`config.mk`:
```
export PLATFORM = sky130hd
export DESIGN_NAME = lkv_store
export DESIGN_NICKNAME = d
export VERILOG_FILES = /design/src/design/lkv_pkg.sv /design/src/design/lkv_store.sv
export SDC_FILE = /design/constraint.sdc
export NUM_CORES = 2
export LEC_CHECK = 0
export ABC_AREA = 0
export BUFFER_PORTS_ARGS = -buffer_cell sky130_fd_sc_hd__buf_2
export CAP_MARGIN = 5
export CORE_MARGIN = 1
export CORE_UTILIZATION = 55
export DETAILED_ROUTE_END_ITERATION = 7
export GPL_TIMING_DRIVEN = 0
export PLACE_DENSITY = 0.78
export SKIP_CTS_REPAIR_TIMING = 1
export SYNTH_ARGS = -nofsm -noshare
export SYNTH_HDL_FRONTEND = slang
export SYNTH_SLANG_ARGS = --single-unit
```
`constraint.sdc`:
```
create_clock -name clk_i -period 8.7 [get_ports clk_i]
set_input_delay 1.305 -clock clk_i [delete_from_list [all_inputs] [get_ports clk_i]]
set_output_delay 1.305 -clock clk_i [all_outputs]
set_load 0.05 [all_outputs]
```
`src/design/lkv_pkg.sv`:
```
`default_nettype none
package lkv_pkg;

  localparam int TABLE_DEPTH = 16;
  localparam int IDX_W       = $clog2(TABLE_DEPTH);
  localparam int CNT_W       = IDX_W + 1;
  localparam int RANK_W      = IDX_W;
  localparam int LIMIT_W     = 5;
  localparam int WORD_W      = 64;
  localparam int KEY_W       = 2 * WORD_W;
  localparam int CMD_W       = 2;
  localparam int STATUS_W    = 2;
  localparam int PADDR_W     = 3;
  localparam int PDATA_W     = 32;

  localparam logic [LIMIT_W-1:0] LIMIT_RESET = LIMIT_W'(16);

  localparam logic [CMD_W-1:0] CMD_LOOKUP = 2'd0;
  localparam logic [CMD_W-1:0] CMD_ADD    = 2'd1;
  localparam logic [CMD_W-1:0] CMD_UPDATE = 2'd2;
  localparam logic [CMD_W-1:0] CMD_NOP    = 2'd3;

  localparam logic [STATUS_W-1:0] ST_OK        = 2'd0;
  localparam logic [STATUS_W-1:0] ST_NOT_FOUND = 2'd1;
  localparam logic [STATUS_W-1:0] ST_EXISTS    = 2'd2;

  typedef struct packed {
    logic             key_we;
    logic             val_we;
    logic [IDX_W-1:0] waddr;
    logic [IDX_W-1:0] raddr;
  } store_req_t;

  typedef struct packed {
    logic             touch;
    logic             insert;
    logic             evict;
    logic [IDX_W-1:0] slot;
    logic [IDX_W-1:0] victim;
  } rank_op_t;

endpackage
`default_nettype wire

```
`src/design/lkv_store.sv`:
```
`default_nettype none
module lkv_store (
  input  wire                       clk_i,
  input  lkv_pkg::store_req_t       req_i,
  input  wire [lkv_pkg::KEY_W-1:0]  wkey_i,
  input  wire [lkv_pkg::KEY_W-1:0]  wval_i,
  output logic [lkv_pkg::KEY_W-1:0] rkey_o,
  output logic [lkv_pkg::KEY_W-1:0] rval_o
);

  logic [lkv_pkg::KEY_W-1:0] key_mem [lkv_pkg::TABLE_DEPTH];
  logic [lkv_pkg::KEY_W-1:0] val_mem [lkv_pkg::TABLE_DEPTH];

  always_ff @(posedge clk_i) begin
    if (req_i.key_we) begin
      key_mem[req_i.waddr] <= wkey_i;
    end
    if (req_i.val_we) begin
      val_mem[req_i.waddr] <= wval_i;
    end
  end

  always_ff @(posedge clk_i) begin
    rkey_o <= key_mem[req_i.raddr];
    rval_o <= val_mem[req_i.raddr];
  end

endmodule
`default_nettype wire

```
# Yosys cells after proc, flatten, opt, wreduce, memory -nomap -nowiden
# Memories as Yosys holds them, arrays and structs flattened. A register that Yosys moved wholly into a read port is not among the register bits.
# Cells that the tools add are included.
totals:
  ff_bits: 0
  input_bits: 267
  mem_bits_rw: 4096
  n_memories: 2
mem_list:
  columns: ["name", "depth", "width", "read_ports", "rd_clocked_by_memory_dff", "write_ports", "line_no", "text"]
  rows:
  - ["key_mem", 16, 128, 1, 1, 1, "lkv_store.sv:11", "logic [lkv_pkg::KEY_W-1:0] key_mem [lkv_pkg::TABLE_DEPTH];"]
  - ["val_mem", 16, 128, 1, 1, 1, "lkv_store.sv:12", "logic [lkv_pkg::KEY_W-1:0] val_mem [lkv_pkg::TABLE_DEPTH];"]
op_classes:
  mux: 4
op_table:
  columns: ["cell", "n"]
  rows:
  - ["$mux 1", 4]

# Longest topological paths before layout
depth:
  depth_word: 2
  ltp_mapped: 9

# Worst setup path after synthesis
# OpenSTA, ideal clock, no wires.
synth_path:
  path_kind: "in2reg"
  start: "in req_i[7] in the netlist's numbering"
  end: "mem val_mem[2][0] in the netlist's numbering, enable pin"
  setup_ns: 0.617
  cell_stages: 2
  n_path_buf: 0
  arrival_time_ns: 7.162
  slack_ns: 0.921
  path_cell_list: "or3b_2 nor2_1"
synth_rtl:
  columns: ["item", "line_no", "text"]
  rows:
  - ["start: declaration", "lkv_store.sv:4", "input lkv_pkg::store_req_t req_i,"]
  - ["end: declaration", "lkv_store.sv:12", null]
# Straight into the memory's write port.

==> flow_summary.ini <==
[worst_setup_path]
r2r_slack_ps = 6780
rr_worst_depth = 3
reg2reg_to = rval_o[97]
path_class = input port to register
cp_max_fo = 10
cp.required_ps = 9450
critPathArrivalTime_ps = 4990
regToRegStartpoint = val_mem[7][97]
cp-endpoint = rval_o[49]
startpoint_type = input port
worstSetupStartpoint = req_i[3]
endpoint_kind = register

[timing]
hold_slack_ps = 646.7
slew_headroom = 0.03305
finalCritPeriodShare = 0.4870
period_needed_ps = 4237
timing_hold_violations_final = 0
maxSlewViolCount = 0
fin_skew_ps = 71.97
worst_slack_ps = 4463
finalSetupViolations = 0
rsz0062_at_grt = no
setup_tns_ps = 0
max_clock_freq_mhz = 236.0
worst_pin_slew_ps = 1450

[floorplanning]
start_util = 0.5527
core-area_sq_um = 287700
dieWidth_um = 539.6
pin_count = 523
dieArea_sq_um = 291200
rows = 197
die_height_um = 539.6

[detailed_routing]
avgViaCountPerCell = 6.757
finalWirelength_um = 448200
drtAntennaViolNets = 0
wire_per_inst_um = 36.90
drt_iter0_drc = 13420
vias = 82090
firstDrtPassIters = 8
drc = 1

[clock_network]
htree_levels = 5
clk_path_buf_depth = 4
clk_pin_slew_ps = 60
clk_latency_ps = 990
clkSinkCount = 4352
root_buffer = clkbuf_16
cts_buffers = 417
cts_tree = yes

[power]
power_density_nw_per_um2 = 242.8
vdd_drop_max_mv = 0.2649
leakagePower_nw = 59.98

[logic_synthesis]
ys_types = 26
synthTopCellsByCount = edfxtp_1 (4096), mux4_2 (935), a22oi_1 (399), dfxtp_1 (256), nand2_1 (176)
synth.area.top_cells = edfxtp_1 (77%), mux4_2 (13%), dfxtp_1 (3.2%)
synth_nets = 7019
synth-seq-area-share = 0.8060
yosys_register_bits = 4352
synth_edf_count = 4096
synth_area_per_cell_sq_um = 23.54
async_flop_share = 0
syn_inst = 6752
synth_warnings = 0
ys.flop_type = edfxtp_1
synth_top_area_cell = edfxtp_1
synthesis.area_sq_um = 159000
yosysTopAreaCellShare = 0.7737
yosysMostFrequentCell = edfxtp_1

[global_route]
first_global_vias = 82990
antenna_found_initial = 167
grtUsageTotal = 0.3035
grt_max_degree = 27
grt_pass1_wl_um = 616600
overflow = 0

[layout]
num-nets-final = 8179
area_growth_pct = 16.70
stdcell_count = 12150
fillers = 17290
drive_gt1_frac = 0.3192

[worst_hold_path]
holdCritStartpoint = val_mem[4][113]
hp-class = register to register

[placement]
portBuffers = 519
pre_cts_slack_ps = 3903
post-dp-hpwl_um = 269900
place_inst = 11270
gp_congestion = 0.7759

[run_status]
failed_checks = DRC
status = finished, violations left

[job]
drv_cap = 0
-- cells by family after synthesis --
group	Yosys count	share of synthesized area
buffers and inverters	365	0.01085
and+or+nand+nor	321	0.009279
muxes	1152	0.1473
DFF	4352	0.8060
AOI/OAI and AO/OA	562	0.02664
-- worst min-delay path by stage --
stage,end,slack (ps),depth (start not counted)
3_3_place_gp,rval_o[65],650,3
3_5_place_dp,rval_o[125],660,3
5_1_grt,key_mem[3][110],660,1
2_1_floorplan,rkey_o[0],630,3
6_report,rval_o[113],650,3
4_1_cts,key_mem[8][70],630,1
-- where the power goes --
part	total [mW]	switching [mW]	leakage (nW)	internal, mW
sequential	23.7	0.231	39.2	23.4
clock	18.5	8.01	6.82	10.5
combinational	2.85	1.94	14.0	0.907
total	45.1	10.2	60.0	34.9
-- routing by layer --
metal / global-route usage / up-vias / share of wire
met5: 0 / - / 0.0016
met4: 0.1904 / 104 / 0.068
met3: 0.08281 / 1341 / 0.13
met2: 0.4673 / 7068 / 0.47
met1: 0.3861 / 42380 / 0.33
li1: - / 31200 / -
-- per-stage QoR --
step                      power [mW]  cell area (sq um)  utilization
after floorplan                25.65             159000            -
after global placement         26.75             166300       0.5781
after detailed placement       26.84             171200       0.5953
after CTS                      45.05             185200       0.6439
after global routing           45.99             185400       0.6447
final                          45.05             185500       0.6449
-- state kept, by name, summed over array words and instances, names as in the netlist --
register	flops
rval_o	128
key_mem	2048
val_mem	2048
rkey_o	128
-- area by class of cell --
type                    count  area, sq um  share of cell area
flip-flops and latches   4352       128100              0.6906
multi-input cells        2035        29370              0.1583
clock buffers             567        11390             0.06140
repair buffers            741         7350             0.03962
well taps                3781         4731             0.02550
clock inverters           214         2596             0.01399
plain buffers             365         1725            0.009301
diodes                     93        232.7            0.001254
-- worst max-delay path, cell delays in order --
cell and delay [ps]:
buf_2 360, buf_2 380, clkbuf_1 1100, clkbuf_1 650, o221ai_1 270, o21ai_0 900
-- cell usage in the layout, fill, tap and decap left out, types with 3 or more instances in the layout --
cell type and n:
buf_16 47, clkinv_1 51, clkbuf_8 37, a22oi_1 399, mux2_2 146, clkinv_8 7, bufinv_16 43, buf_4 50
mux2i_1 71, clkinv_2 78, nor2b_1 74, o21ai_0 46, inv_6 5, nand2_1 176, clkbuf_16 418, clkinvlp_4 9
clkbuf_1 272, dfxtp_1 256, buf_1 41, mux4_2 935, o221ai_1 66, o22ai_1 8, nand2b_1 20, clkinv_16 12
o22a_1 24, diode_2 93, and2_1 4, a221oi_1 15, nor2_1 6, inv_16 5, edfxtp_1 4096, clkinv_4 3
buf_2 628, a221o_1 4, buf_8 9, buf_12 166, buf_6 4, nor2_4 32
(Power assumes the default switching activity.)
