$ cat config.mk
export PLATFORM = sky130hd
export DESIGN_NAME = lkv_rank
export DESIGN_NICKNAME = d
export VERILOG_FILES = /design/src/design/lkv_pkg.sv /design/src/design/lkv_rank.sv
export SDC_FILE = /design/constraint.sdc
export NUM_CORES = 1
export LEC_CHECK = 0
export BUFFER_PORTS_ARGS = -buffer_cell sky130_fd_sc_hd__buf_4
export CAP_MARGIN = 0
export CORE_MARGIN = 2
export CORE_UTILIZATION = 55
export DETAILED_ROUTE_END_ITERATION = 16
export HOLD_SLACK_MARGIN = 0.12
export PLACE_DENSITY = 0.79
export SKIP_LAST_GASP = 1
export SYNTH_ARGS = -nofsm -noshare
export SYNTH_HDL_FRONTEND = slang
export SYNTH_SLANG_ARGS = --single-unit
$ cat constraint.sdc
create_clock -name clk_i -period 3.2 [get_ports clk_i]
set_input_delay 0.32 -clock clk_i [delete_from_list [all_inputs] [get_ports clk_i]]
set_output_delay 0.32 -clock clk_i [all_outputs]
set_load 0.05 [all_outputs]
$ cat src/design/lkv_pkg.sv
`default_nettype none
package lkv_pkg;

  localparam int TABLE_DEPTH = 16;
  localparam int IDX_W       = $clog2(TABLE_DEPTH);
  localparam int CNT_W       = IDX_W + 1;
  localparam int RANK_W      = IDX_W;
  localparam int LIMIT_W     = 5;
  localparam int WORD_W      = 64;
  localparam int KEY_W       = 2 * WORD_W;
  localparam int CMD_W       = 2;
  localparam int STATUS_W    = 2;
  localparam int PADDR_W     = 3;
  localparam int PDATA_W     = 32;

  localparam logic [LIMIT_W-1:0] LIMIT_RESET = LIMIT_W'(16);

  localparam logic [CMD_W-1:0] CMD_LOOKUP = 2'd0;
  localparam logic [CMD_W-1:0] CMD_ADD    = 2'd1;
  localparam logic [CMD_W-1:0] CMD_UPDATE = 2'd2;
  localparam logic [CMD_W-1:0] CMD_NOP    = 2'd3;

  localparam logic [STATUS_W-1:0] ST_OK        = 2'd0;
  localparam logic [STATUS_W-1:0] ST_NOT_FOUND = 2'd1;
  localparam logic [STATUS_W-1:0] ST_EXISTS    = 2'd2;

  typedef struct packed {
    logic             key_we;
    logic             val_we;
    logic [IDX_W-1:0] waddr;
    logic [IDX_W-1:0] raddr;
  } store_req_t;

  typedef struct packed {
    logic             touch;
    logic             insert;
    logic             evict;
    logic [IDX_W-1:0] slot;
    logic [IDX_W-1:0] victim;
  } rank_op_t;

endpackage
`default_nettype wire

$ cat src/design/lkv_rank.sv
`default_nettype none
module lkv_rank (
  input  wire                                               clk_i,
  input  wire                                               rst_ni,
  input  lkv_pkg::rank_op_t                                 op_i,
  output logic [lkv_pkg::TABLE_DEPTH-1:0]                   valid_o,
  output logic [lkv_pkg::TABLE_DEPTH-1:0][lkv_pkg::RANK_W-1:0] rank_o,
  output logic [lkv_pkg::CNT_W-1:0]                         count_o
);

  logic [lkv_pkg::TABLE_DEPTH-1:0]                      valid_q, valid_d;
  logic [lkv_pkg::TABLE_DEPTH-1:0][lkv_pkg::RANK_W-1:0] rank_q, rank_d;
  logic [lkv_pkg::CNT_W-1:0]                            count_q, count_d;

  always_comb begin
    valid_d = valid_q;
    rank_d  = rank_q;
    count_d = count_q;
    if (op_i.touch) begin
      for (int i = 0; i < lkv_pkg::TABLE_DEPTH; i++) begin
        if (valid_q[i] && (rank_q[i] < rank_q[op_i.slot])) begin
          rank_d[i] = rank_q[i] + 1'b1;
        end
      end
      rank_d[op_i.slot] = '0;
    end else if (op_i.insert) begin
      for (int i = 0; i < lkv_pkg::TABLE_DEPTH; i++) begin
        if (valid_q[i] && !(op_i.evict && (lkv_pkg::IDX_W'(i) == op_i.victim))) begin
          rank_d[i] = rank_q[i] + 1'b1;
        end
      end
      if (op_i.evict) begin
        valid_d[op_i.victim] = 1'b0;
      end else begin
        count_d = count_q + 1'b1;
      end
      valid_d[op_i.slot] = 1'b1;
      rank_d[op_i.slot]  = '0;
    end
  end

  always_ff @(posedge clk_i or negedge rst_ni) begin
    if (!rst_ni) begin
      valid_q <= '0;
      rank_q  <= '0;
      count_q <= '0;
    end else begin
      valid_q <= valid_d;
      rank_q  <= rank_d;
      count_q <= count_d;
    end
  end

  assign valid_o = valid_q;
  assign rank_o  = rank_q;
  assign count_o = count_q;

  a_count_matches: assert property (@(posedge clk_i) disable iff (!rst_ni)
    $countones(valid_q) == count_q)
    else $error("entry count out of step with valid bits");

  a_touch_valid: assert property (@(posedge clk_i) disable iff (!rst_ni)
    op_i.touch |-> valid_q[op_i.slot] && !op_i.insert)
    else $error("recency touch on an empty slot");

  a_evict_valid: assert property (@(posedge clk_i) disable iff (!rst_ni)
    (op_i.insert && op_i.evict) |-> valid_q[op_i.victim])
    else $error("eviction of an empty slot");

endmodule
`default_nettype wire

---- After elaboration in Yosys (flattened, before gate mapping) ----
Cells that the tools add are included.
storage, ports and cells
  bits in registers ....................... 85
  bits of input ports ..................... 13
  output and inout bits ................... 85
cells by class
  add/sub/neg operators ................... 17
  magnitude comparators ................... 20
  equality and inequality tests ........... 15
  multiplexer cells ....................... 93
  bitwise operators ....................... 8
  reductions and logical operators ........ 70
operator list
  kind                                                                                 count
  4-bit 2-to-1 mux                                                                     82
  64-bit bitwise AND                                                                   2
  64-bit 2-to-1 mux                                                                    2
  4-bit by 1-bit adder with 4-bit output, second input constant                        16
  4-bit less-than comparator                                                           16
  64-bit inverter                                                                      1
  1-bit logical AND                                                                    50
  16-bit 2-to-1 mux                                                                    3
  4-bit equality test, first input constant                                            8
  16-bit bitwise AND                                                                   1
  4-bit binary-select mux with 4-bit select                                            1
  4-bit demux with 4-bit select                                                        1
  3-bit by 4-bit equality test with 1-bit output, first input constant                 4
  1-bit zero test                                                                      16
  16-bit inverter                                                                      1
  16-bit OR                                                                            1
  4-bit by 5-bit less-than comparator with 1-bit output, second input constant         2
  1-bit demux with 4-bit select                                                        2
  2-bit by 4-bit equality test with 1-bit output, first input constant                 2
  4-bit by 1-bit greater-or-equal comparator with 1-bit output, second input constant  2
  5-bit by 1-bit adder with 5-bit output, second input constant                        1
  1-bit by 4-bit equality test with 1-bit output, first input constant                 1
  4-bit zero test                                                                      1
  3-bit AND reduction                                                                  1
  other kinds (4)                                                                      6

---- Depth between registers and ports, before layout ----
  word-level depth ........................ 10
  gate-level depth with buffers ........... 13

---- Worst setup path before layout ----
Ideal clock, no wire load.
  path type ............................... input -> register
  from .................................... input op_i[5] (netlist bit)
  to ...................................... register rank_q (netlist bit rank_o[22])
  setup time .............................. 0.126 ns
  arrival ................................. 3.415 ns
  data required time ...................... 3.074 ns
  setup slack ............................. -0.341 ns
  stages on the path ...................... 12
  path through ............................ buf_2 buf_2 clkbuf_1 mux4_2 mux4_2 inv_1 ha_1 o21a_1 o21ai_0 nand3b_1 and2_1 a311o_1
between the ends
  word-level cells in the longest chain between the ends .. 8
ends and longest elaborated chain
  item                                                                                line                                            text
  start, declared                                                                     lkv_rank.sv:5                                   input lkv_pkg::rank_op_t op_i,
  4-bit binary-select mux with 4-bit select (tied with other cells)                   lkv_rank.sv:21                                  if (valid_q[i] && (rank_q[i] < rank_q[op_i.slot])) begin
  4-bit 2-to-1 mux (not written as such) / 1-bit logical AND (equally long branches)  lkv_rank.sv:21, lkv_rank.sv:25, lkv_rank.sv:38
  4-bit less-than comparator / 4-bit 2-to-1 mux (equally long branches)               lkv_rank.sv:21, lkv_rank.sv:25, lkv_rank.sv:38
  1-bit logical AND / 4-bit demux with 4-bit select (equally long branches)           lkv_rank.sv:21, lkv_rank.sv:25, lkv_rank.sv:38
  4-bit 2-to-1 mux / 64-bit inverter (equally long branches)                          -
  4-bit 2-to-1 mux / 64-bit bitwise AND (equally long branches)                       -
  64-bit bitwise AND (no source line) / 64-bit 2-to-1 mux (equally long branches)     -
  64-bit 2-to-1 mux (*)                                                               lkv_rank.sv:19                                  if (op_i.touch) begin
  end signal, assigned                                                                lkv_rank.sv:49                                  rank_q <= rank_d;
  end, declared                                                                       lkv_rank.sv:12                                  logic [lkv_pkg::TABLE_DEPTH-1:0][lkv_pkg::RANK_W-1:0] rank_q, rank_d;
Every way passes the cells marked *; elsewhere a longest branch is shown, timed or not. The select of a mux whose other input is x is not followed.
A chain may end at the register's enable or synchronous reset.

---- Worst setup path in the final report ----
  from .................................... register rank_q (netlist bit rank_o[45])
  to ...................................... register rank_q (netlist bit rank_o[50])
between the ends
  word-level cells in the longest chain between the ends .. 8
ends and longest elaborated chain
  item                                       line
  4-bit binary-select mux with 4-bit select  lkv_rank.sv:21
  4-bit 2-to-1 mux (not written as such)     lkv_rank.sv:21
  4-bit less-than comparator                 lkv_rank.sv:21
  1-bit logical AND                          lkv_rank.sv:21
  4-bit 2-to-1 mux                           lkv_rank.sv:21
  4-bit 2-to-1 mux                           lkv_rank.sv:19
  64-bit bitwise AND (no source line)        -
  64-bit 2-to-1 mux                          lkv_rank.sv:19
No other way between the ends. The select of a mux whose other input is x is not followed.

==> results by group <==
Outcome
  – Outcome: finished, final reports clean

Min path
  – Hold Path Stages: 4
  – Min-delay src: op_i[8]
  – HP Class: in2reg
  – WHS Endpoint: count_o[2]$_DFFE_PN0P_

Place
  – Pre-CTS WS: -0.146 ns
  – Post-DP HPWL: 22,700 µm
  – I/O Buffers: 97
  – Gp weighted congestion: 1.03
  – Cell Area, Placed: ~0.011 mm²

Pwr
  – Internal: 6.80 mW
  – PwrDens: 1260 mW/mm²
  – Switching power total: roughly 7 mW
  – Switching Share: 51.2%
  – Share of power burned in registers: 16.0%
  – Clock share of power: under 10%
  – Worst IR Drop VDD: 855 µV
  – P_leak: about 4.5 nW
  – Combinational share of power: 75.4%

Route
  – Wire length per cell: 22.3 µm
  – Vias/cell: 7.07
  – Initial DRC count: 1,176
  – TritonRoute pass-1 iters: 6
  – Via count: 10,276
  – DRT antenna net count: 0
  – Remaining DRCs: 0
  – WL final: between 30,000 and 40,000 µm

Logic synthesis
  – Ranking of synthesized cells by area: dfrtp_1, ha_1, o21ai_0, o211ai_1, nand2_1
  – Dominant synthesized flop cell: dfrtp_1
  – Post-Syn Nets: 1,133
  – Yosys top cell by area: dfrtp_1
  – Post-synth top area share: 23.8%
  – Async SR Flop Fraction: 100%
  – Sequential fraction of the synthesis area: 23.8%
  – Syn Inst Count: about 1,100
  – Syn Std Cell Area: 0.00895 mm²
  – Post-synth EDFFs: 0
  – Flops & latches, synth: 85
  – Post-synth cell types: between 70 and 80
  – Yosys warnings: 0
  – Mean Syn Cell Area: 8.48 µm²

Global route
  – Vias in the first global route: about 10,000
  – GRT Overall Usage: 36.9%
  – Largest net degree at the start of global routing: 59
  – Global-route wire length before repair: 51,900 µm
  – Total gr overflow: 0
  – Initial antenna violation count: 0

STA
  – Final WS setup: 0.0894 ns
  – Final Hold Fails: 0
  – Fmax: roughly 0.32 GHz
  – Slew HR: 45.1%
  – Least-Margin Pin Slew: 0.824 ns
  – Final setup vio count: 0
  – Clk_skew: between 0.005 and 0.006 ns
  – Final min period: 3.11 ns
  – Period utilization: 97.2%
  – Max Transition Viols Final: 0

Die
  – Number of core rows: 46
  – CORE AREA: about 0.016 mm²
  – Die height: 132 µm
  – Initial Util: 56.3%
  – Die width: 132 µm
  – Ports: about 100
  – DIE AREA: 0.0173 mm²

Final layout
  – NumNets Final: 1,311
  – Layout area overhead: 23.7%
  – Register area: 0.00215 mm²
  – Most common cell after layout, fill and taps aside: buf_4
  – Final instance area: ~0.011 mm²
  – Final-layout fill cell count: 1,332
  – N_diodes: 0
  – Layout cells sized above 1: 27.4%
  – Multi-input gate area: approximately 0.0066 mm²
  – Most frequent cells in the layout: buf_4, nand2_1, o21ai_0, ha_1, dfrtp_1

Setup path
  – CP Launch Point: rank_o[45]$_DFFE_PN0P_
  – CP Launch Type: flip-flop
  – FF-to-FF path depth: 12
  – Reg2reg setup slack: between 0.08 and 0.09 ns
  – Crit-path max FO: 7
  – RR Startpoint: rank_o[45]$_DFFE_PN0P_
  – CP arrival: about 3.3 ns
  – Worst path required time: 3.43 ns
  – R2r endpoint: rank_o[50]$_DFFE_PN0P_
  – Crit Path Class: reg2reg
  – Crit end category: flip-flop

Flow run
  – Max Cap Violations: 0

Clocking
  – Clock Tree Buf Depth: 2
  – Clk_lat worst skew: ~0.35 ns
  – Clk root buf: clkbuf_16
  – TritonCTS clock tree: built
  – Clock sink total: between 80 and 90
  – H-tree depth: 3
  – CTS Buf Count: 9
  – CTS clk-pin slew, worst paths: 0.07 ns
[registers in the layout, summed over array words and instances (netlist names)]
| signal | count |
|---|---|
| count_o | 5 |
| rank_o | 64 |
| valid_o | 16 |
[logic make-up (layout without fill, tap and decap cells)]
family	after synthesis	after routing	share of synthesized area [%]
DFF	85	85	23.8
adders and majority gates	65	65	9.09
buffers and inverters	62	245	3.27
xor gates and xnor gates	4	4	0.392
AOI/OAI and AO/OA	441	441	36.4
muxes	33	33	5.82
and+or+nand+nor	365	365	21.3
[area by class of cell]
| class | count | area share, % |
|---|---|---|
| clock buffer | 10 | 2.16 |
| clock inverter | 6 | 0.780 |
| inverter | 9 | 0.407 |
| multi-input combinational | 908 | 59.4 |
| sequential | 85 | 19.5 |
| tap | 216 | 2.44 |
| timing repair buffer | 220 | 15.4 |
[per-stage QoR]
step	TNS, ns	power (mW)	util [%]	instances	hold WS (ns)
after detailed placement	-4.01	12.2	66.7	1421	0.461
after global routing	-0.00657	14.8	69.7	1454	0.433
after global placement	-1.48	12.0	66.7	1421	0.461
after floorplan	-0.00693	8.83	-	1055	0.0244
final	0	13.9	69.7	1454	0.403
after CTS	0	13.5	68.8	1438	0.391
[how the worst max path moves through the flow]
stage                             endpoint  slack (ns)  depth (start not counted)
global route        rank_o[28]$_DFFE_PN0P_      -0.007                         10
CTS                 rank_o[28]$_DFFE_PN0P_        0.02                         10
floorplan           rank_o[22]$_DFFE_PN0P_      -0.007                          9
detailed placement  rank_o[24]$_DFFE_PN0P_       -0.15                         12
global placement    rank_o[20]$_DFFE_PN0P_        -0.1                         12
finish              rank_o[50]$_DFFE_PN0P_        0.09                         12
[power by group through the flow]
stage / sequential (mW) / combinational [mW] / clock, mW
2_1_floorplan: 3.83 / 5.01 / 0
3_3_place_gp: 2.26 / 9.69 / 0
3_5_place_dp: 2.27 / 9.90 / 0
4_1_cts: 2.26 / 10.0 / 1.19
5_1_grt: 2.27 / 11.3 / 1.24
6_report: 2.24 / 10.5 / 1.19
[cells in the mapped netlist (10+ instances only)]
| library cell | number |
|---|---|
| o21ai_0 | 83 |
| a2111o_1 | 13 |
| a22oi_1 | 10 |
| dfrtp_1 | 85 |
| mux4_2 | 15 |
| nor3_1 | 26 |
| nand2_1 | 95 |
| o21a_1 | 25 |
| a21oi_1 | 47 |
| o311ai_1 | 11 |
| a21boi_0 | 34 |
| o211ai_1 | 48 |
| and3_1 | 18 |
| o32a_1 | 11 |
| o22a_1 | 18 |
| o2111ai_1 | 10 |
| nor2b_1 | 26 |
| or2_2 | 12 |
| a31oi_1 | 17 |
| nand3_1 | 19 |
| nor2_1 | 58 |
| buf_2 | 11 |
| a211oi_2 | 10 |
| or3_1 | 15 |
| nor4_1 | 13 |
| nand2b_1 | 38 |
| o22ai_1 | 36 |
| ha_1 | 65 |
| clkbuf_1 | 33 |
| a21oi_4 | 10 |
| mux2i_1 | 16 |
[worst max-delay path, stage by stage, from the launching register on]
cell	delay, ns
dfrtp_2	0.43
mux4_2	0.51
mux4_2	0.50
clkinvlp_4	0.15
buf_12	0.13
buf_12	0.13
ha_1	0.22
o21ai_0	0.21
nand2b_1	0.08
a21oi_1	0.19
buf_4	0.16
or2_1	0.15
o211ai_1	0.11
[metal layers]
metal	GRT usage [%]	vias to the layer above	routed length (µm)	share of wire, %
met3	5.59	161	3410	11
met4	21.0	0	1850	5.7
met2	56.1	719	14200	44
li1	-	4537	-	-
met5	0	-	0	0
met1	49.9	4859	13000	40
[timing repair]
item	4_1_cts	5_1_grt
setup buffers	0	16
gates resized for setup	0	6
hold endpoints to repair	54	0
hold buffers	1	0
endpoints found under the setup margin	0	26
No activity file was read; power rests on OpenSTA's default activity.
